File: config.mk
export PLATFORM = sky130hd
export DESIGN_NAME = fcm_queue
export DESIGN_NICKNAME = d
export VERILOG_FILES = /design/src/rtl/fcm_pkg.sv /design/src/rtl/fcm_queue.sv
export VERILOG_INCLUDE_DIRS = /design/src /design/src/rtl
export SDC_FILE = /design/constraint.sdc
export NUM_CORES = 1
export LEC_CHECK = 0
export ABC_AREA = 1
export BUFFER_PORTS_ARGS = -buffer_cell sky130_fd_sc_hd__buf_2
export CELL_PAD_IN_SITES_DETAIL_PLACEMENT = 1
export CELL_PAD_IN_SITES_GLOBAL_PLACEMENT = 1
export CORE_ASPECT_RATIO = 1.25
export CORE_UTILIZATION = 44
export CTS_CLUSTER_DIAMETER = 80
export DETAILED_ROUTE_END_ITERATION = 8
export HOLD_SLACK_MARGIN = 0.05
export PLACE_DENSITY_LB_ADDON = 0.1
export SLEW_MARGIN = 20
export SYNTH_ARGS = -nofsm -noshare
export SYNTH_HDL_FRONTEND = slang
export SYNTH_SLANG_ARGS = --single-unit
File: constraint.sdc
create_clock -name clock -period 4.52 [get_ports clock]
set_clock_uncertainty 0.2 [all_clocks]
set_input_delay 0.226 -clock clock [delete_from_list [all_inputs] [get_ports clock]]
set_output_delay 0.226 -clock clock [all_outputs]
set_load 0.05 [all_outputs]
File: src/rtl/fermion_correlation_matrix_defines.svh
// ----------------------------------------------------------------------------
// Assertion macros for the fermion correlation matrix block
// Concurrent checks that compile away when SYNTH is defined.
// ----------------------------------------------------------------------------
`ifndef FERMION_CORRELATION_MATRIX_DEFINES_SVH
`define FERMION_CORRELATION_MATRIX_DEFINES_SVH

`ifndef SYNTH
// check on an explicit clock and reset
`define FCM_ASSERT_CLK(lbl, clk, rst, prop, msg) \
   lbl: assert property (@(posedge clk) disable iff (rst) prop) else $error(msg);
// check on the block clock and reset
`define FCM_ASSERT(lbl, prop, msg) `FCM_ASSERT_CLK(lbl, clock, reset, prop, msg)
`else
`define FCM_ASSERT_CLK(lbl, clk, rst, prop, msg)
`define FCM_ASSERT(lbl, prop, msg)
`endif

`endif

File: src/rtl/fcm_pkg.sv
// ----------------------------------------------------------------------------
// fcm_pkg
// Shared widths, codes and the command item passed from front to back.
// ----------------------------------------------------------------------------
package fcm_pkg;

   // field widths
   localparam int IDX_W    = 4;
   localparam int ELEM_W   = 16;
   localparam int CORR_W   = 32;
   localparam int CFG_W    = 5;
   localparam int FILL_W   = 5;
   localparam int STORE_W  = 2 * ELEM_W;

   // configuration register indexes
   localparam int CSR_IDX_W = 1;
   localparam logic [CSR_IDX_W-1:0] CSR_SIZE_IN_USE  = 1'b0;
   localparam logic [CSR_IDX_W-1:0] CSR_FILLED_COUNT = 1'b1;

   // item modes
   localparam logic MODE_WRITE = 1'b0;
   localparam logic MODE_READ  = 1'b1;

   // front-to-back queue
   localparam int QUEUE_DEPTH = 2;
   localparam int QPTR_W      = $clog2(QUEUE_DEPTH);
   localparam int QCNT_W      = $clog2(QUEUE_DEPTH + 1);

   // classified item
   typedef struct packed {
      logic                     is_read;
      logic                     skip;     // write: dropped; read: zero result
      logic [IDX_W-1:0]         row;
      logic [IDX_W-1:0]         col;
      logic signed [ELEM_W-1:0] elem_re;
      logic signed [ELEM_W-1:0] elem_im;
      logic [FILL_W-1:0]        ne;       // columns to sum
   } fcm_cmd_type;

endpackage

File: src/rtl/fcm_queue.sv
// ----------------------------------------------------------------------------
// fcm_queue
// Short FIFO of classified items between front and back.
// ----------------------------------------------------------------------------
`include "fermion_correlation_matrix_defines.svh"

module fcm_queue (
   input  logic                 clock,
   input  logic                 reset,
   input  fcm_pkg::fcm_cmd_type in_cmd,
   input  logic                 in_valid,
   output logic                 in_ready,
   output fcm_pkg::fcm_cmd_type out_cmd,
   output logic                 out_valid,
   input  logic                 out_ready
);

   fcm_pkg::fcm_cmd_type               entry_ff [fcm_pkg::QUEUE_DEPTH];
   logic [fcm_pkg::QPTR_W-1:0]         wr_ptr_ff, wr_ptr_in;
   logic [fcm_pkg::QPTR_W-1:0]         rd_ptr_ff, rd_ptr_in;
   logic [fcm_pkg::QCNT_W-1:0]         count_ff, count_in;
   logic                               push, pop;

   assign in_ready  = (count_ff != fcm_pkg::QCNT_W'(fcm_pkg::QUEUE_DEPTH));
   assign out_valid = (count_ff != '0);
   assign push      = in_valid && in_ready;
   assign pop       = out_valid && out_ready;
   assign out_cmd   = entry_ff[rd_ptr_ff];

   // pointers wrap at the depth
   always_comb begin
      wr_ptr_in = wr_ptr_ff;
      rd_ptr_in = rd_ptr_ff;
      count_in  = count_ff;
      if (push) begin
         wr_ptr_in = (wr_ptr_ff == fcm_pkg::QPTR_W'(fcm_pkg::QUEUE_DEPTH - 1)) ?
                     '0 : wr_ptr_ff + fcm_pkg::QPTR_W'(1);
      end
      if (pop) begin
         rd_ptr_in = (rd_ptr_ff == fcm_pkg::QPTR_W'(fcm_pkg::QUEUE_DEPTH - 1)) ?
                     '0 : rd_ptr_ff + fcm_pkg::QPTR_W'(1);
      end
      if (push && !pop) begin
         count_in = count_ff + fcm_pkg::QCNT_W'(1);
      end else if (pop && !push) begin
         count_in = count_ff - fcm_pkg::QCNT_W'(1);
      end
   end

   always_ff @(posedge clock) begin
      if (reset) begin
         wr_ptr_ff <= '0;
         rd_ptr_ff <= '0;
         count_ff  <= '0;
      end else begin
         wr_ptr_ff <= wr_ptr_in;
         rd_ptr_ff <= rd_ptr_in;
         count_ff  <= count_in;
      end
   end

   // payload storage
   always_ff @(posedge clock) begin
      if (push) begin
         entry_ff[wr_ptr_ff] <= in_cmd;
      end
   end

   `FCM_ASSERT(a_q_count_bound, count_ff <= fcm_pkg::QCNT_W'(fcm_pkg::QUEUE_DEPTH), "queue count above depth")

endmodule

==> metrics <==
CTS Root Cell=clkbuf_8; H-tree depth=3; pwr/cell area=574 nW/um2; initial antenna violation count=0; global-route wire length before repair=around 12 mm; I/O pin cnt=100; GPL Wtd Cong=roughly 0.66; worst hold slack=roughly 0.19 ns; Rows=37; XOR/XNOR Fraction of Synth Area=0%; clock transition at the registers of the reported paths=approximately 0.090 ns; Min Clock Period, post-route=roughly 2.8 ns; met3 GRT Util=between 4 and 5%; largest family of logic cells by synthesized area=multiplexers; crit path capture type=output pin; Die Span Y=about 110 um; Worst Reg-to-Reg Cells=5; Synth Area in Compound Gates=0.533%; Die ar.=just under 9000 um2; Final Hold Fails=0; worst min path class=in2reg; Clk Latency, worst-skew pair=~0.35 ns; Startpoint Class=flop; synthesized area=roughly 3800 um2; PnR Total Power=roughly 3 mW; hold depth=4; peak supply drop=310 uV; Yosys reg bits=approximately 100; RSZ-0062 raised after global routing=false; Initial Util=45.6%; Slew headroom=a little under two fifths; outcome=finished with violations; critical path fanouts, max=31; Post-DRT Antenna Nets=0; Leak=2.01 nW; final slew viol count=0; FF-to-FF End=entry_ff[1][26]$_DFFE_PP_; Final nets=just under 400; Layout area overhead=35.3%; YS warnings=0; cell count after synthesis=around 180; n_diodes=0; remaining global-route overflow=0; met1 usage=19.7%; GRT busiest layer=met2; total track usage=about 18%; total of max-cap violations=0; pin count of the biggest net entering global routing=32; Synth Net Count=about 240; Core Box Area=between 8000 and 9000 um2; drt drc=6; CTS buffer count=9; setup TNS=0 ns; mux share of post-synthesis cell area=between 15 and 20%; Fmax=~360 MHz; Setup crit end=out_cmd[27]; Avg WL per Cell=approximately 17 um; die width=84.6 um; R2R Path Start=count_ff[0]$_SDFFE_PP0P_; Synth Area in Simple Gates=roughly 2.0%; DRT Pass-1 Iters=8; Synth Area in Adders=less than 1%; number of distinct library cells after synthesis=14; CTS Sinks=between 90 and 100; Vias/cell=about 4.8; layout cells sized above 1=48.3%; CP required=just over 4 ns; failing checks=DRC; drt initial violations=about 130; post-layout util=between 60% and 70%; reg2reg setup slack=roughly 2.2 ns; vias in the first global route=approximately 2400; Post-Syn Area per Cell=20.5 um2; final setup vio count=0; DR vias=around 2100; post-synthesis sequential area ratio=77.9%; Arr. time, crit path=between 2 and 2.5 ns; fin crit share=about 62%; Bufs on Longest Clock Path=2; Reg area=~2900 um2; DP HPWL=~4.4 mm; M2 GR Usage=between 30% and 40%; Filler cells=about 770; Placed Cells=about 380; Worst Setup Path Type=reg2out; port bufs=between 90 and 100; CTS tree=built; routed wire length=7.35 mm; worst slew pin tran=0.932 ns; post-CTS sizing=0; Multi-input gate area=about 770 um2; Non-Filler Instances=441
## kinds of logic after synthesis
kind of cell | count (synthesis)
flip-flops | 99
multiplexers | 47
AND/OR/NAND/NOR | 19
buffers and inverters | 13
AO/OA/AOI/OAI | 4
adder cells (fa/ha/maj) | 1
## routing by layer
layer / up-vias / share of wire [%]
met5: - / 0
met3: 13 / 4.4
met4: 0 / 2.4
met1: 1021 / 40
li1: 1005 / -
met2: 69 / 53
## worst min-delay path by stage
stage                     startpoint                         to  slack [ns]
after CTS                   in_valid     wr_ptr_ff$_SDFFE_PP0P_        0.17
after global routing        in_valid     wr_ptr_ff$_SDFFE_PP0P_        0.27
after global placement    in_cmd[37]  entry_ff[0][37]$_DFFE_PP_        0.21
after detailed placement  in_cmd[35]  entry_ff[0][35]$_DFFE_PP_        0.22
after floorplan            in_cmd[0]   entry_ff[0][0]$_DFFE_PP_        0.12
final                       in_valid     wr_ptr_ff$_SDFFE_PP0P_        0.19
## cell usage in the layout, fill, tap and decap left out
master         instances
nor2_4                 2
o21ai_0                2
nand2_1                9
nand3_1                2
clkbuf_8               9
dlygate4sd3_1         49
clkinv_2               1
bufinv_16              3
clkinvlp_4             1
buf_2                 99
dfxtp_2                1
inv_1                  8
a21oi_1                2
edfxtp_1              94
clkbuf_1               1
mux2_4                30
ha_1                   1
dfxtp_1                4
mux2_2                17
nand4_1                1
buf_4                  3
nor2_1                 5
## critical path, stage by stage (launching register included)
cell	delay, ns
dfxtp_2	0.95
buf_4	0.45
mux2_2	0.39
buf_2	0.21
## final cells by class
class,count,share of cell area (%)
clock buffers,10,2.51
clock inverters,5,2.02
inverters,8,0.591
multi-input cells,71,15.1
flip-flops and latches,99,57.6
well taps,97,2.39
repair buffers,151,19.9
## sequential cells by signal, indices dropped and copies added, names as in the netlist, named ones only
register   flops
count_ff       2
rd_ptr_ff      1
entry_ff      94
wr_ptr_ff      1
## where the power goes
| part | switching [mW] | internal (mW) | total [mW] | leakage, nW |
|---|---|---|---|---|
| Sequential | 0.0722 | 1.16 | 1.23 | 0.918 |
| Clock | 0.288 | 0.364 | 0.652 | 0.112 |
| Combinational | 0.702 | 0.329 | 1.03 | 0.979 |
| Total | 1.06 | 1.85 | 2.91 | 2.01 |
## through the flow
step / instance area, um2 / worst slack [ns]
after floorplan: 3750 / 0.950
after global placement: 4360 / 2.09
after detailed placement: 4360 / 2.06
after CTS: 5080 / 1.64
after global routing: 5080 / 1.57
final: 5080 / 1.72
## synth_stat cells
master    number  area (um2)
o21ai_0        2        10.0
mux2_4        30         450
mux2_2        17         191
buf_2          1        5.00
nand4_1        1        6.26
edfxtp_1      94        2820
inv_1          8        30.0
buf_6          4        45.0
nand3_1        2        10.0
nor2_1         7        26.3
ha_1           1        12.5
nand2_1        9        33.8
a21oi_1        2        10.0
dfxtp_1        5         100
## repair_timing
item,in CTS,in global routing
setup buffers,0,0
endpoints found under the hold margin,99,0
hold buffers,49,0
No activity file was read; power rests on OpenSTA's default activity.
