### src/rtl/fermion_correlation_matrix_defines.svh
// ----------------------------------------------------------------------------
// Assertion macros for the fermion correlation matrix block
// Concurrent checks that compile away when SYNTH is defined.
// ----------------------------------------------------------------------------
`ifndef FERMION_CORRELATION_MATRIX_DEFINES_SVH
`define FERMION_CORRELATION_MATRIX_DEFINES_SVH

`ifndef SYNTH
// check on an explicit clock and reset
`define FCM_ASSERT_CLK(lbl, clk, rst, prop, msg) \
   lbl: assert property (@(posedge clk) disable iff (rst) prop) else $error(msg);
// check on the block clock and reset
`define FCM_ASSERT(lbl, prop, msg) `FCM_ASSERT_CLK(lbl, clock, reset, prop, msg)
`else
`define FCM_ASSERT_CLK(lbl, clk, rst, prop, msg)
`define FCM_ASSERT(lbl, prop, msg)
`endif

`endif

### src/rtl/fcm_pkg.sv
// ----------------------------------------------------------------------------
// fcm_pkg
// Shared widths, codes and the command item passed from front to back.
// ----------------------------------------------------------------------------
package fcm_pkg;

   // field widths
   localparam int IDX_W    = 4;
   localparam int ELEM_W   = 16;
   localparam int CORR_W   = 32;
   localparam int CFG_W    = 5;
   localparam int FILL_W   = 5;
   localparam int STORE_W  = 2 * ELEM_W;

   // configuration register indexes
   localparam int CSR_IDX_W = 1;
   localparam logic [CSR_IDX_W-1:0] CSR_SIZE_IN_USE  = 1'b0;
   localparam logic [CSR_IDX_W-1:0] CSR_FILLED_COUNT = 1'b1;

   // item modes
   localparam logic MODE_WRITE = 1'b0;
   localparam logic MODE_READ  = 1'b1;

   // front-to-back queue
   localparam int QUEUE_DEPTH = 2;
   localparam int QPTR_W      = $clog2(QUEUE_DEPTH);
   localparam int QCNT_W      = $clog2(QUEUE_DEPTH + 1);

   // classified item
   typedef struct packed {
      logic                     is_read;
      logic                     skip;     // write: dropped; read: zero result
      logic [IDX_W-1:0]         row;
      logic [IDX_W-1:0]         col;
      logic signed [ELEM_W-1:0] elem_re;
      logic signed [ELEM_W-1:0] elem_im;
      logic [FILL_W-1:0]        ne;       // columns to sum
   } fcm_cmd_type;

endpackage

### src/rtl/fcm_if.sv
// ----------------------------------------------------------------------------
// fcm channel interfaces
// Valid/ready channels for request items, result items and register writes.
// ----------------------------------------------------------------------------
interface fcm_req_if;
   logic                             valid;
   logic                             ready;
   logic                             mode;
   logic [fcm_pkg::IDX_W-1:0]        row_index;
   logic [fcm_pkg::IDX_W-1:0]        col_index;
   logic signed [fcm_pkg::ELEM_W-1:0] elem_re;
   logic signed [fcm_pkg::ELEM_W-1:0] elem_im;

   modport source (output valid, mode, row_index, col_index, elem_re, elem_im,
                   input ready);
   modport sink   (input valid, mode, row_index, col_index, elem_re, elem_im,
                   output ready);
endinterface


interface fcm_csr_if;
   logic                            valid;
   logic                            ready;
   logic [fcm_pkg::CSR_IDX_W-1:0]   index;
   logic [fcm_pkg::CFG_W-1:0]       data;

   modport source (output valid, index, data, input ready);
   modport sink   (input valid, index, data, output ready);
endinterface

### src/rtl/fcm_front.sv
// ----------------------------------------------------------------------------
// fcm_front
// Holds the configuration registers and classifies each request item.
// ----------------------------------------------------------------------------
module fcm_front #(
   parameter int MAX_SITES = 16
) (
   input  logic                 clock,
   input  logic                 reset,
   fcm_req_if.sink              req_chan,
   fcm_csr_if.sink              csr_chan,
   output fcm_pkg::fcm_cmd_type cmd,
   output logic                 cmd_valid,
   input  logic                 cmd_ready
);

   localparam int CNT_W = $clog2(MAX_SITES + 1);
   localparam int CMP_W = (CNT_W > fcm_pkg::CFG_W) ? CNT_W : fcm_pkg::CFG_W;

   logic [fcm_pkg::CFG_W-1:0] size_ff, size_in;
   logic [fcm_pkg::CFG_W-1:0] fill_ff, fill_in;
   logic [CMP_W-1:0]          size_ext, fill_ext, eff_n, ne_full;
   logic [CMP_W-1:0]          row_ext, col_ext;

   // register writes, always taken
   assign csr_chan.ready = 1'b1;

   always_comb begin
      size_in = size_ff;
      fill_in = fill_ff;
      if (csr_chan.valid) begin
         unique case (csr_chan.index)
            fcm_pkg::CSR_SIZE_IN_USE:  size_in = csr_chan.data;
            fcm_pkg::CSR_FILLED_COUNT: fill_in = csr_chan.data;
            default:                   size_in = size_ff;
         endcase
      end
   end

   always_ff @(posedge clock) begin
      if (reset) begin
         size_ff <= fcm_pkg::CFG_W'(16);
         fill_ff <= '0;
      end else begin
         size_ff <= size_in;
         fill_ff <= fill_in;
      end
   end

   // effective size and occupied count
   assign size_ext = CMP_W'(size_ff);
   assign fill_ext = CMP_W'(fill_ff);
   assign row_ext  = CMP_W'(req_chan.row_index);
   assign col_ext  = CMP_W'(req_chan.col_index);

   always_comb begin
      priority if (size_ff == '0) begin
         eff_n = CMP_W'(1);
      end else if (size_ext > CMP_W'(MAX_SITES)) begin
         eff_n = CMP_W'(MAX_SITES);
      end else begin
         eff_n = size_ext;
      end
   end

   assign ne_full = (fill_ext < eff_n) ? fill_ext : eff_n;

   // classify the item
   always_comb begin
      cmd.is_read = (req_chan.mode == fcm_pkg::MODE_READ);
      cmd.row     = req_chan.row_index;
      cmd.col     = req_chan.col_index;
      cmd.elem_re = req_chan.elem_re;
      cmd.elem_im = req_chan.elem_im;
      cmd.ne      = fcm_pkg::FILL_W'(ne_full);
      if (req_chan.mode == fcm_pkg::MODE_READ) begin
         cmd.skip = (row_ext >= eff_n) || (col_ext >= eff_n);
      end else begin
         cmd.skip = (row_ext >= CMP_W'(MAX_SITES)) || (col_ext >= CMP_W'(MAX_SITES));
      end
   end

   assign cmd_valid      = req_chan.valid;
   assign req_chan.ready = cmd_ready;

endmodule

### src/flat_wrapper.sv
// flat-port wrapper written by rule: the top's interface ports become plain ports
module fcm_front_flat 
#(
   parameter int MAX_SITES = 16
)
  (clock, reset, cmd, cmd_valid, cmd_ready, req_chan_valid, req_chan_mode, req_chan_row_index, req_chan_col_index, req_chan_elem_re, req_chan_elem_im, req_chan_ready, csr_chan_valid, csr_chan_index, csr_chan_data, csr_chan_ready);
  fcm_req_if req_chan_i ();
  fcm_csr_if csr_chan_i ();
  input  logic clock;
  input  logic reset;
  output fcm_pkg::fcm_cmd_type cmd;
  output logic cmd_valid;
  input  logic cmd_ready;
  input wire logic [$bits(req_chan_i.valid)-1:0] req_chan_valid;
  input wire logic [$bits(req_chan_i.mode)-1:0] req_chan_mode;
  input wire logic [$bits(req_chan_i.row_index)-1:0] req_chan_row_index;
  input wire logic [$bits(req_chan_i.col_index)-1:0] req_chan_col_index;
  input wire logic [$bits(req_chan_i.elem_re)-1:0] req_chan_elem_re;
  input wire logic [$bits(req_chan_i.elem_im)-1:0] req_chan_elem_im;
  output wire logic [$bits(req_chan_i.ready)-1:0] req_chan_ready;
  input wire logic [$bits(csr_chan_i.valid)-1:0] csr_chan_valid;
  input wire logic [$bits(csr_chan_i.index)-1:0] csr_chan_index;
  input wire logic [$bits(csr_chan_i.data)-1:0] csr_chan_data;
  output wire logic [$bits(csr_chan_i.ready)-1:0] csr_chan_ready;
  assign req_chan_i.valid = req_chan_valid;
  assign req_chan_i.mode = req_chan_mode;
  assign req_chan_i.row_index = req_chan_row_index;
  assign req_chan_i.col_index = req_chan_col_index;
  assign req_chan_i.elem_re = req_chan_elem_re;
  assign req_chan_i.elem_im = req_chan_elem_im;
  assign req_chan_ready = req_chan_i.ready;
  assign csr_chan_i.valid = csr_chan_valid;
  assign csr_chan_i.index = csr_chan_index;
  assign csr_chan_i.data = csr_chan_data;
  assign csr_chan_ready = csr_chan_i.ready;
  fcm_front #(.MAX_SITES(MAX_SITES)) u_core (.clock(clock), .reset(reset), .req_chan(req_chan_i), .csr_chan(csr_chan_i), .cmd(cmd), .cmd_valid(cmd_valid), .cmd_ready(cmd_ready));
endmodule
### config.mk
export PLATFORM = sky130hd
export DESIGN_NAME = fcm_front_flat
export DESIGN_NICKNAME = d
export VERILOG_FILES = /design/src/rtl/fermion_correlation_matrix_defines.svh /design/src/rtl/fcm_pkg.sv /design/src/rtl/fcm_if.sv /design/src/rtl/fcm_front.sv /design/src/flat_wrapper.sv
export SDC_FILE = /design/constraint.sdc
export NUM_CORES = 1
export LEC_CHECK = 0
export BUFFER_PORTS_ARGS = -buffer_cell sky130_fd_sc_hd__buf_2
export CAP_MARGIN = 40
export CORE_ASPECT_RATIO = 2
export CORE_UTILIZATION = 28
export DETAILED_ROUTE_END_ITERATION = 8
export GPL_ROUTABILITY_DRIVEN = 0
export GPL_TIMING_DRIVEN = 0
export SYNTH_ARGS = -nofsm -noshare
export SYNTH_HDL_FRONTEND = slang
export SYNTH_SLANG_ARGS = --single-unit
### constraint.sdc
create_clock -name clock -period 2.4 [get_ports clock]
set_clock_uncertainty 0.05 [all_clocks]
set_input_delay 0.12 -clock clock [delete_from_list [all_inputs] [get_ports clock]]
set_output_delay 0.12 -clock clock [all_outputs]
set_load 0.05 [all_outputs]
==> results.md, run 1 <==
| Stage | Parameter | Value |
| --- | --- | --- |
| critical path | Critical Path Max Stage Delay | 330 ps |
| floorplan | Horizontal die dimension | 45.7 um |
| power and ir drop | Power density over the cells | 472 nW/um^2 |
| routing | Drt initial violations | 9 |
| power and ir drop | Int Pwr | 412 uW |
| routing | DRC violations left | 0 |
| critical path | Required time of the critical path | 2230 ps |
| global route | Leftover overflow at the end of global routing | 0 |
| logic synthesis | Cell type with the largest total area after synthesis | sky130_fd_sc_hd__buf_4 |
| worst hold path | Launch instance of the worst min-delay path | csr_chan_data[4] |
| run status | Result of the run | completed |
| logic synthesis | Number of warnings reported in the yosys synthesis log | 0 |
| critical path | Worst path slowest cell | sky130_fd_sc_hd__dfxtp_1 |
| clock tree | Number of hold-repair buffers added at the cts stage | 0 |
| floorplan | Die Y-Extent | 89.4 um |
| sta | Max Slew Vio Count | 0 |
| clock tree | H-tree depth | 1 |
| critical path | Reg-to-reg setup timing slack | 1450 ps |
| sta | Worst setup slack after layout | 107 ps |
| global route | Fraction of met1 tracks used by global routing | 8.78% |
| logic synthesis | Cells after synthesis | 134 |
| critical path | Maximum fanout along the worst path | 7 |
| global route | Vias in the first global route | 862 |
| global route | Met2 track utilization from global routing | 23.4% |
| power and ir drop | Final Total Pwr | 719 uW |
| critical path | Setup CP Type | register to primary output |
| floorplan | Initial Util | 29.3% |
| clock tree | Clock root buffer | sky130_fd_sc_hd__clkbuf_8 |
| floorplan | Floorplan die area | 4090 um^2 |
| job | Max-capacitance violation count | 0 |
| critical path | First element of the critical path | u_core.size_ext[4] |
| global route | Global-route layer with the greatest usage | met2 |
| logic synthesis | Proportion of netlist area held by the largest area contributor | 30.9% |
| logic synthesis | Ranking of synthesized cells by area | sky130_fd_sc_hd__buf_4 (31%), sky130_fd_sc_hd__dfxtp_1 (19%), sky130_fd_sc_hd__ha_1 (14%) |
| clock tree | Clock tree from TritonCTS | done |
| clock tree | Clk pin slew, worst setup/hold paths | 40 ps |
| logic synthesis | Seq/Total Area, Yosys | 18.7% |
| routing | Total length of routed wires | 2310 um |
| routing | Total number of vias | 1081 |
| logic synthesis | Dominant register cell in the synthesized netlist | sky130_fd_sc_hd__dfxtp_1 |
| critical path | Reg-to-reg critical path startpoint | u_core.size_ext[4] |
| floorplan | Area of the core region | 3650 um^2 |
| finish | Area grow syn2layout | 42.5% |
| critical path | Arrival time reported for the critical path endpoint | 2120 ps |
| logic synthesis | Distinct cell type count after synthesis | 25 |
| finish | Total area of multi-input combinational cells | 509 um^2 |
| power and ir drop | Worst ir drop on vdd | 0.241 mV |
| sta | Setup repair after global routing missed its margin | true |
| floorplan | Number of rows created at floorplan | 31 |
| place | Detailed placer's ending HPWL | 2080 um |
| logic synthesis | Most common cell in the netlist | sky130_fd_sc_hd__buf_4 |
| place | Port Buffers | 65 |
| global route | Overall global routing resource usage | 10.9% |
| sta | Fraction of the cycle the final worst path needs | 95.5% |
| power and ir drop | Net Sw Frac | 42.7% |
| critical path | Kind of end point of the critical path | primary output |
| power and ir drop | Net switching power | 307 uW |
| routing | Vias per cell | 4.27 |
| power and ir drop | Comb power frac | 51.6% |
| logic synthesis | Synthesis-stage register bit count | 10 |
| global route | Wire length of the first global-routing pass | 3260 um |
| logic synthesis | Post-Synthesis Mean Instance Area | 7.98 um^2 |
| finish | Filler instances | 413 |
| sta | Final-report setup violation count | 0 |
| critical path | Sort of element at the start of the critical path | register |
| power and ir drop | Cell leakage power | 0.834 nW |
| global route | Met3 layer usage reported by global route | 1.21% |
| clock tree | Clock tree buffer depth | 2 |
| logic synthesis | Leading post-synthesis cells by instance count | sky130_fd_sc_hd__buf_4 (44), sky130_fd_sc_hd__ha_1 (12), sky130_fd_sc_hd__nand2_1 (12) |
| finish | Layout cell share with drive strength beyond 1 | 60.3% |
| clock tree | Clock insertion delay at the later pin of the skew report | 230 ps |
| clock tree | Cts bufs inserted | 3 |
| finish | Antenna Cells | 0 |
| sta | Maximum clock frequency | 436 MHz |
| routing | Detailed Routing Iterations Pass 1 | 4 |
| finish | FF+latch area | 200 um^2 |
| logic synthesis | Count of flip-flops with a built-in enable after synthesis | 0 |
| critical path | Cell chain of the critical path | inv_2 -> nand2_1 -> ha_1 -> nand4_1 -> o21ai_4 -> mux2_4 -> buf_2 |
| finish | Final layout net count | 270 |
| clock tree | Count of clock tree sinks | 10 |
| routing | Mean routed wirelength per cell | 9.14 um |
| finish | Post-layout utilization of the core | 41.8% |
| global route | Antenna violations before repair | 0 |
| logic synthesis | Async set-or-reset flop fraction in the synthesized netlist | 0% |
| power and ir drop | Proportion of power drawn by flip-flops and latches | 25.4% |
| worst hold path | Path class of the lowest-slack min-delay path | input pin to register |
| routing | ANT nets after route | 0 |
| global route | Pin count of the biggest net entering global routing | 11 |
| sta | Time the worst path needs with I/O delays and setup | 2290 ps |
| power and ir drop | Clock network power share | 23.1% |
| floorplan | I/O pin count | 102 |
| logic synthesis | Syn Nets | 198 |
| place | Worst slack after detailed placement | 199 ps |
| logic synthesis | Post-synthesis instance area | 1070 um^2 |
| sta | Endpoints failing hold | 0 |
[path summary, 6_finish.rpt]
check	depth (start not counted)	end
min reg2reg	2	u_core.fill_ext[0]
max reg2reg	3	u_core.size_ext[4]
min	2	u_core.size_ext[4]
max	7	cmd[4]
[power groups by stage]
stage | sequential, mW | combinational [mW] | clock (mW)
2_1_floorplan | 0.183 | 0.296 | 0
3_3_place_gp | 0.184 | 0.364 | 0
3_5_place_dp | 0.185 | 0.368 | 0
4_1_cts | 0.182 | 0.367 | 0.170
5_1_grt | 0.183 | 0.394 | 0.176
6_report | 0.182 | 0.370 | 0.166
[kinds of logic after synthesis]
family	count (synthesis)	share of synthesized area (%)
buf+inv	54	34.5
flops	10	18.7
fa+ha+maj	12	14.0
simple gates	30	12.9
compound gates	20	12.5
mux	7	7.02
other cells	1	0.351
[cells in the final DEF (no fill, tap or decap)]
| cell | count |
|---|---|
| sky130_fd_sc_hd__a211o_1 | 1 |
| sky130_fd_sc_hd__nand2_2 | 2 |
| sky130_fd_sc_hd__ha_1 | 12 |
| sky130_fd_sc_hd__mux2_4 | 1 |
| sky130_fd_sc_hd__buf_2 | 65 |
| sky130_fd_sc_hd__nand2_1 | 10 |
| sky130_fd_sc_hd__clkbuf_4 | 1 |
| sky130_fd_sc_hd__nor2_1 | 6 |
| sky130_fd_sc_hd__buf_4 | 46 |
| sky130_fd_sc_hd__clkbuf_8 | 3 |
| sky130_fd_sc_hd__nor3_2 | 1 |
| sky130_fd_sc_hd__o211a_1 | 2 |
| sky130_fd_sc_hd__nand4_1 | 1 |
| sky130_fd_sc_hd__a21oi_1 | 10 |
| sky130_fd_sc_hd__inv_2 | 1 |
| sky130_fd_sc_hd__a2bb2oi_1 | 1 |
| sky130_fd_sc_hd__buf_1 | 1 |
| sky130_fd_sc_hd__nor2_2 | 1 |
| sky130_fd_sc_hd__o21a_2 | 1 |
| sky130_fd_sc_hd__mux2i_1 | 6 |
| sky130_fd_sc_hd__and2_1 | 1 |
| sky130_fd_sc_hd__o21ai_0 | 3 |
| sky130_fd_sc_hd__o21ai_4 | 1 |
| sky130_fd_sc_hd__inv_1 | 7 |
| sky130_fd_sc_hd__nand3_1 | 5 |
| sky130_fd_sc_hd__dfxtp_1 | 10 |
| sky130_fd_sc_hd__nand2b_1 | 2 |
| sky130_fd_sc_hd__a211oi_1 | 1 |
| sky130_fd_sc_hd__nor2b_1 | 1 |
| sky130_fd_sc_hd__conb_1 | 1 |
[state kept, by name, summed over array words and instances (netlist names)]
signal	count
u_core.size_ext	5
u_core.fill_ext	5
[per-layer routing]
metal | up-vias | wire length, um
li1 | 541 | -
met1 | 446 | 721
met2 | 90 | 1260
met3 | 4 | 292
met4 | 0 | 40
met5 | - | 0
[critical path, delay by kind of cell (launching register included)]
| kind | cells | cell delay [ps] |
|---|---|---|
| buffers and inverters | 2 | 350 |
| DFF | 1 | 330 |
| and+or+nand+nor | 2 | 320 |
| muxes | 1 | 320 |
| adders and majority gates | 1 | 290 |
| AOI/OAI and AO/OA | 1 | 290 |
[what timing repair did]
action / CTS / global route
pin swaps: 1 / 2
gates resized for setup: 1 / 5
setup endpoints to repair: 5 / 6
buffers inserted: 0 / 2
[per-stage QoR]
step / hold slack, ps / setup TNS (ps) / instances / area, um^2
6_report: 71.5 / 0 / 253 / 1520
5_1_grt: 97.2 / -18.0 / 253 / 1520
4_1_cts: 75.0 / 0 / 251 / 1500
3_5_place_dp: 313 / 0 / 248 / 1460
3_3_place_gp: 310 / 0 / 248 / 1460
2_1_floorplan: 188 / 0 / 134 / 1070
[layout make-up]
cell class,instances,area share (%)
Multi-Input combinational cell,70,33.4
Sequential cell,10,13.1
Buffer,46,22.2
Clock buffer,3,2.71
Timing Repair Buffer,67,22.5
Inverter,8,1.97
Tap cell,49,4.02
(Power assumes the default switching activity.)
==> run 2: changes to the inputs <==
PLACE_DENSITY = 0.67   (was default)
clock period = 1.9 ns   (was 2.4 ns; I/O delays follow)
==> results.md, run 2 (synthesis gave the netlist of run 1 again) <==
| Stage | Parameter | Value | Change |
| --- | --- | --- | --- |
| sta | Fraction of the cycle the final worst path needs | 112% |  |
| clock tree | Clock tree buffer depth | 2 | unchanged |
| sta | Maximum clock frequency | 469 MHz |  |
| global route | Pin count of the biggest net entering global routing | 11 | unchanged |
| routing | Total number of vias | 1148 | +6.2% |
| clock tree | Clk pin slew, worst setup/hold paths | 50 ps | about the same |
| critical path | Sort of element at the start of the critical path | register |  |
| routing | Drt initial violations | 18 | +9 |
| floorplan | Horizontal die dimension | 45.7 um | unchanged |
| sta | Time the worst path needs with I/O delays and setup | 2130 ps |  |
| global route | Overall global routing resource usage | 13.4% | +2.5 points |
| sta | Setup repair after global routing missed its margin | true |  |
| routing | Detailed Routing Iterations Pass 1 | 4 | unchanged |
| critical path | First element of the critical path | u_core.size_ext[4] |  |
| routing | ANT nets after route | 0 | unchanged |
| floorplan | Floorplan die area | 4090 um^2 | unchanged |
| finish | Area grow syn2layout | 69.4% |  |
| power and ir drop | Cell leakage power | 0.937 nW | +12% |
| finish | Antenna Cells | 0 | unchanged |
| place | Post-Place Cells | 248 | unchanged |
| global route | Vias in the first global route | 1010 | +17% |
| clock tree | Clock root buffer | sky130_fd_sc_hd__clkbuf_8 |  |
| job | Max-capacitance violation count | 0 | unchanged |
| critical path | Worst-case reg-to-reg path depth | 4 | +1 |
| run status | Result of the run | finished, violations left |  |
| floorplan | Number of rows created at floorplan | 31 | unchanged |
| worst hold path | Hold EP | u_core.size_ext[4] |  |
| critical path | Arrival time reported for the critical path endpoint | 1990 ps | -130 ps |
| routing | Vias per cell | 4.38 | +2.5% |
| place | Port Buffers | 65 | unchanged |
| worst hold path | Path class of the lowest-slack min-delay path | input pin to register |  |
| worst hold path | WHS Path Cells | 2 | unchanged |
| place | Detailed placer's ending HPWL | 2200 um | +5.8% |
| routing | Mean routed wirelength per cell | 10.0 um | +9.5% |
| floorplan | Area of the core region | 3650 um^2 | unchanged |
| finish | Most common cell after layout, fill and taps aside | sky130_fd_sc_hd__buf_2 |  |
| clock tree | Clock tree from TritonCTS | done |  |
| critical path | Reg-to-reg setup timing slack | 900 ps | -550 ps |
| floorplan | Die Y-Extent | 89.4 um | unchanged |
| finish | Final layout net count | 278 | +3.0% |
| finish | Commonest non-fill, non-tap cells in the layout | sky130_fd_sc_hd__buf_2 (60), sky130_fd_sc_hd__buf_4 (53), sky130_fd_sc_hd__nand2_1 (9) |  |
| worst hold path | Launch instance of the worst min-delay path | csr_chan_data[4] |  |
| finish | Cell Count, Final, Fillers Out | 262 | +3.6% |
| sta | Final-report setup violation count | 5 | +5 |
| sta | Endpoints failing hold | 0 | unchanged |
| clock tree | Clock insertion delay at the later pin of the skew report | 240 ps | about the same |
| global route | Antenna violations before repair | 0 | unchanged |
| power and ir drop | Power density over the cells | 582 nW/um^2 | +24% |
| critical path | Kind of end point of the critical path | primary output |  |
| sta | Max Slew Vio Count | 0 | unchanged |
| routing | Total length of routed wires | 2620 um | +13% |
| global route | Leftover overflow at the end of global routing | 0 | unchanged |
| finish | Filler instances | 377 | -8.7% |
| critical path | Reg-to-reg critical path startpoint | u_core.size_ext[4] |  |
| clock tree | Number of hold-repair buffers added at the cts stage | 0 | unchanged |
| clock tree | Count of clock tree sinks | 10 | unchanged |
| critical path | Reg-to-reg critical path endpoint | u_core.size_ext[4] |  |
| critical path | Setup CP Type | register to primary output |  |
| global route | Wire length of the first global-routing pass | 3970 um | +22% |
| sta | Total negative slack for setup checks | -987 ps | -987 ps |
| power and ir drop | Worst ir drop on vdd | 0.397 mV | +65% |
| floorplan | I/O pin count | 102 | unchanged |
| clock tree | Cts bufs inserted | 3 | unchanged |
| critical path | Maximum fanout along the worst path | 6 | -1 |
| clock tree | H-tree depth | 1 | unchanged |
| floorplan | Initial Util | 29.3% | unchanged |
| routing | DRC violations left | 0 | unchanged |
| critical path | Required time of the critical path | 1750 ps | -480 ps |
| finish | Layout cell share with drive strength beyond 1 | 70.9% | +11 points |
| run status | Violated checks | setup timing |  |
| sta | Worst setup slack after layout | -233 ps | -340 ps |
==> run 2: cell types whose count changed in the layout (fill, tap and decap cells not counted), sizes merged <==
cell / previous run / this run
clkinv: 0 / 1
inv: 8 / 7
buf: 112 / 121
==> run 2: critical path, cell delays in order, from the launching register on <==
cell,delay (ps)
sky130_fd_sc_hd__dfxtp_2,350
sky130_fd_sc_hd__clkinv_4,100
sky130_fd_sc_hd__ha_4,300
sky130_fd_sc_hd__nand4_1,190
sky130_fd_sc_hd__o21ai_4,200
sky130_fd_sc_hd__buf_12,150
sky130_fd_sc_hd__mux2_4,310
sky130_fd_sc_hd__buf_8,150
==> run 2: worst max path at each step <==
stage / endpoint / slack (ps) / cells past startpoint
after floorplan: cmd[1] / -9 / 6
after global placement: cmd[45] / -280 / 9
after detailed placement: cmd[45] / -320 / 9
after CTS: cmd[45] / -270 / 9
after global routing: cmd[45] / -330 / 9
final: cmd[4] / -230 / 7
==> run 2: cell type report <==
type / count / area (um^2) / share of cell area, %
inverter: 8 / 35.0 / 1.93
tap: 49 / 61.3 / 3.38
sequential: 10 / 208 / 11.5
clock buffer: 4 / 55.1 / 3.04
multi-input combinational: 70 / 659 / 36.4
timing repair buffer: 75 / 454 / 25.1
buffer: 46 / 339 / 18.7
==> run 2: routing by layer <==
layer / global-route usage, % / share of wire [%] / up-vias
li1: - / - / 560
met1: 10.4 / 28 / 488
met2: 29.1 / 58 / 95
met3: 1.01 / 12 / 5
met4: 6.42 / 1.9 / 0
met5: 0 / 0 / -
==> run 2: through the flow <==
| stage | hold slack, ps | cell area [um^2] | total power [mW] | setup WS, ps | utilization [%] |
|---|---|---|---|---|---|
| after floorplan | 163 | 1130 | 0.632 | -9.02 | - |
| after global placement | 287 | 1520 | 0.718 | -280 | 41.7 |
| after detailed placement | 290 | 1520 | 0.724 | -316 | 41.7 |
| after CTS | 47.1 | 1780 | 1.05 | -269 | 48.8 |
| after global routing | 78.0 | 1810 | 1.10 | -327 | 49.7 |
| final | 38.6 | 1810 | 1.06 | -233 | 49.7 |
==> run 2: what timing repair did <==
action                     CTS  global route
setup endpoints to repair    6             6
setup buffers                9             1
pin swaps                    9             7
gates resized for setup     31             6
==> run 2: power by group <==
part	internal [mW]	switching (mW)	total (mW)	leakage (nW)
Combinational	0.223	0.332	0.555	0.826
Sequential	0.221	0.0137	0.235	0.0831
Clock	0.182	0.0837	0.266	0.0288
Total	0.626	0.429	1.06	0.937
==> run 3: changes to the inputs <==
==> constraint.sdc (replaced) <==
create_clock -name clock -period 1.9 [get_ports clock]
set_clock_uncertainty 0.05 [all_clocks]
set_input_delay 0.19 -clock clock [delete_from_list [all_inputs] [get_ports clock]]
set_output_delay 0.19 -clock clock [all_outputs]
set_load 0.05 [all_outputs]
==> results.md, run 3 (synthesis gave the netlist of run 1 again) <==
| Stage | Parameter | Value | Change |
| --- | --- | --- | --- |
| clock tree | Clock tree from TritonCTS | done |  |
| finish | Area grow syn2layout | 66.7% |  |
| finish | Most common cell after layout, fill and taps aside | sky130_fd_sc_hd__buf_2 |  |
| critical path | Category of cells accounting for the largest share of critical-path delay | buffers and inverters |  |
| critical path | Arrival time reported for the critical path endpoint | 2010 ps | +20 ps |
| routing | ANT nets after route | 0 | unchanged |
| place | Port Buffers | 65 | unchanged |
| critical path | Sort of element at the start of the critical path | register |  |
| global route | Met3 layer usage reported by global route | 1.62% | +0.61 points |
| place | Dpl cell area | 1580 um^2 | +4.0% |
| routing | DRC violations left | 0 | unchanged |
| power and ir drop | Final Total Pwr | 1.01 mW | -4.7% |
| sta | Final-report setup violation count | 6 | +1 |
| routing | Drt initial violations | 13 | -5 |
| clock tree | Clock insertion delay at the later pin of the skew report | 240 ps | about the same |
| critical path | Setup CP Type | register to primary output |  |
| worst hold path | Path class of the lowest-slack min-delay path | input pin to register |  |
| routing | Vias per cell | 4.28 | -2.4% |
| floorplan | Initial Util | 29.3% | unchanged |
| clock tree | Cts bufs inserted | 3 | unchanged |
| sta | Fraction of the cycle the final worst path needs | 119% | +6.3 points |
| routing | Total length of routed wires | 2640 um | +0.69% |
| sta | Setup repair after global routing missed its margin | true |  |
| power and ir drop | Power density over the cells | 564 nW/um^2 | -3.2% |
| global route | Vias in the first global route | 998 | -1.2% |
| routing | Total number of vias | 1116 | -2.8% |
| clock tree | Clock tree buffer depth | 2 | unchanged |
| floorplan | I/O pin count | 102 | unchanged |
| place | Worst slack after detailed placement | -348 ps | -31.2 ps |
| sta | Endpoints failing hold | 0 | unchanged |
| finish | Antenna Cells | 0 | unchanged |
| sta | Time the worst path needs with I/O delays and setup | 2250 ps | +120 ps |
| sta | Maximum clock frequency | 444 MHz | -5.3% |
| global route | Met2 track utilization from global routing | 28.8% | -0.26 points |
| global route | Leftover overflow at the end of global routing | 0 | unchanged |
| finish | Cell area after layout | 1780 um^2 | -1.6% |
| critical path | Critical Path Max Stage Delay | 360 ps | about the same |
| clock tree | Clock root buffer | sky130_fd_sc_hd__clkbuf_8 |  |
| floorplan | Die Y-Extent | 89.4 um | unchanged |
| floorplan | Floorplan die area | 4090 um^2 | unchanged |
| critical path | Worst path slowest cell | sky130_fd_sc_hd__dfxtp_4 |  |
| global route | Fraction of met1 tracks used by global routing | 9.25% | -1.2 points |
| finish | Post-layout utilization of the core | 48.9% | -0.79 points |
| finish | Cell Count, Final, Fillers Out | 261 | -0.38% |
| finish | Commonest non-fill, non-tap cells in the layout | sky130_fd_sc_hd__buf_2 (60), sky130_fd_sc_hd__buf_4 (53), sky130_fd_sc_hd__nand2_1 (9), sky130_fd_sc_hd__ha_1 (9), sky130_fd_sc_hd__a21oi_1 (8) |  |
| floorplan | Area of the core region | 3650 um^2 | unchanged |
| run status | Violated checks | setup timing |  |
| power and ir drop | Cell leakage power | 0.929 nW | -0.93% |
| run status | Result of the run | finished, violations left |  |
| place | Post-Place Cells | 248 | unchanged |
| finish | Total area of multi-input combinational cells | 639 um^2 | -3.0% |
| job | Max-capacitance violation count | 0 | unchanged |
| routing | Mean routed wirelength per cell | 10.1 um | +1.1% |
| sta | Max Slew Vio Count | 0 | unchanged |
| global route | Pin count of the biggest net entering global routing | 11 | unchanged |
| power and ir drop | Worst ir drop on vdd | 0.353 mV | -11% |
| global route | Global-route layer with the greatest usage | met2 |  |
| critical path | Cell chain of the critical path | inv_8 -> nand2_4 -> ha_4 -> nand4_1 -> o21ai_4 -> buf_12 -> mux2_4 -> buf_8 |  |
| global route | Antenna violations before repair | 0 | unchanged |
| clock tree | Number of hold-repair buffers added at the cts stage | 0 | unchanged |
| critical path | Required time of the critical path | 1660 ps | -90 ps |
| critical path | Kind of end point of the critical path | primary output |  |
| routing | Detailed Routing Iterations Pass 1 | 4 | unchanged |
| finish | Final layout net count | 278 | unchanged |
| clock tree | Count of clock tree sinks | 10 | unchanged |
| critical path | Sum of buffers and inverters on the critical path | 3 | unchanged |
| finish | Layout cell share with drive strength beyond 1 | 69.8% | -1.1 points |
| sta | Worst setup slack after layout | -354 ps | -120 ps |
| clock tree | Clk pin slew, worst setup/hold paths | 50 ps | about the same |
| floorplan | Number of rows created at floorplan | 31 | unchanged |
| floorplan | Horizontal die dimension | 45.7 um | unchanged |
| place | Detailed placer's ending HPWL | 2200 um | +0.34% |
| finish | FF+latch area | 210 um^2 | +1.2% |
| global route | Wire length of the first global-routing pass | 3930 um | -1.0% |
| critical path | Maximum fanout along the worst path | 6 | unchanged |
| global route | Overall global routing resource usage | 13.6% | +0.16 points |
| finish | Filler instances | 383 | +1.6% |
| clock tree | H-tree depth | 1 | unchanged |
[run 3: worst register-to-register path: cells and delay by family (launching register included)]
kind                   cells  cell delay (ps)
AOI/OAI and AO/OA          1              250
buffers and inverters      2              190
DFF                        1              360
and+or+nand+nor            1               40
[run 3: path summary, 6_finish.rpt]
| path | from | slack [ps] | endpoint | cells past startpoint |
|---|---|---|---|---|
| worst min-delay path | csr_chan_data[4] | 130 | u_core.size_ext[4] | 2 |
| worst min register to register | u_core.fill_ext[0] | 400 | u_core.fill_ext[0] | 2 |
| worst max-delay path | u_core.size_ext[4] | -350 | cmd[4] | 8 |
| worst max register to register | u_core.size_ext[4] | 900 | u_core.size_ext[4] | 4 |
[run 3: per-stage QoR]
stage,hold slack (ps),TNS [ps]
after floorplan,258,-209
after global placement,376,-1450
after detailed placement,379,-1620
after CTS,135,-1890
after global routing,164,-2050
final,127,-1670
[run 3: area by class of cell]
type                       instances  area share (%)
tap                               49            3.44
multi-input combinational         70            35.9
buffer                            46            19.0
sequential                        10            11.8
timing repair buffer              75            25.5
clock buffer                       3            2.32
inverter                           8            2.11
[run 3: timing repair]
item	CTS	global route
buffers inserted	8	2
resized for setup	23	4
endpoints found under the setup margin	6	6
pin swaps	8	9
[run 3: routing by layer]
metal,routed length [um],share of wire (%)
met2,1530,58
met5,0,0
met3,273,10
met1,725,27
met4,108,4.1
[run 3: report_power, final]
part           switching, mW  internal, mW  leakage (nW)
combinational          0.331         0.219         0.824
sequential            0.0135         0.220        0.0835
clock                 0.0830         0.139        0.0216
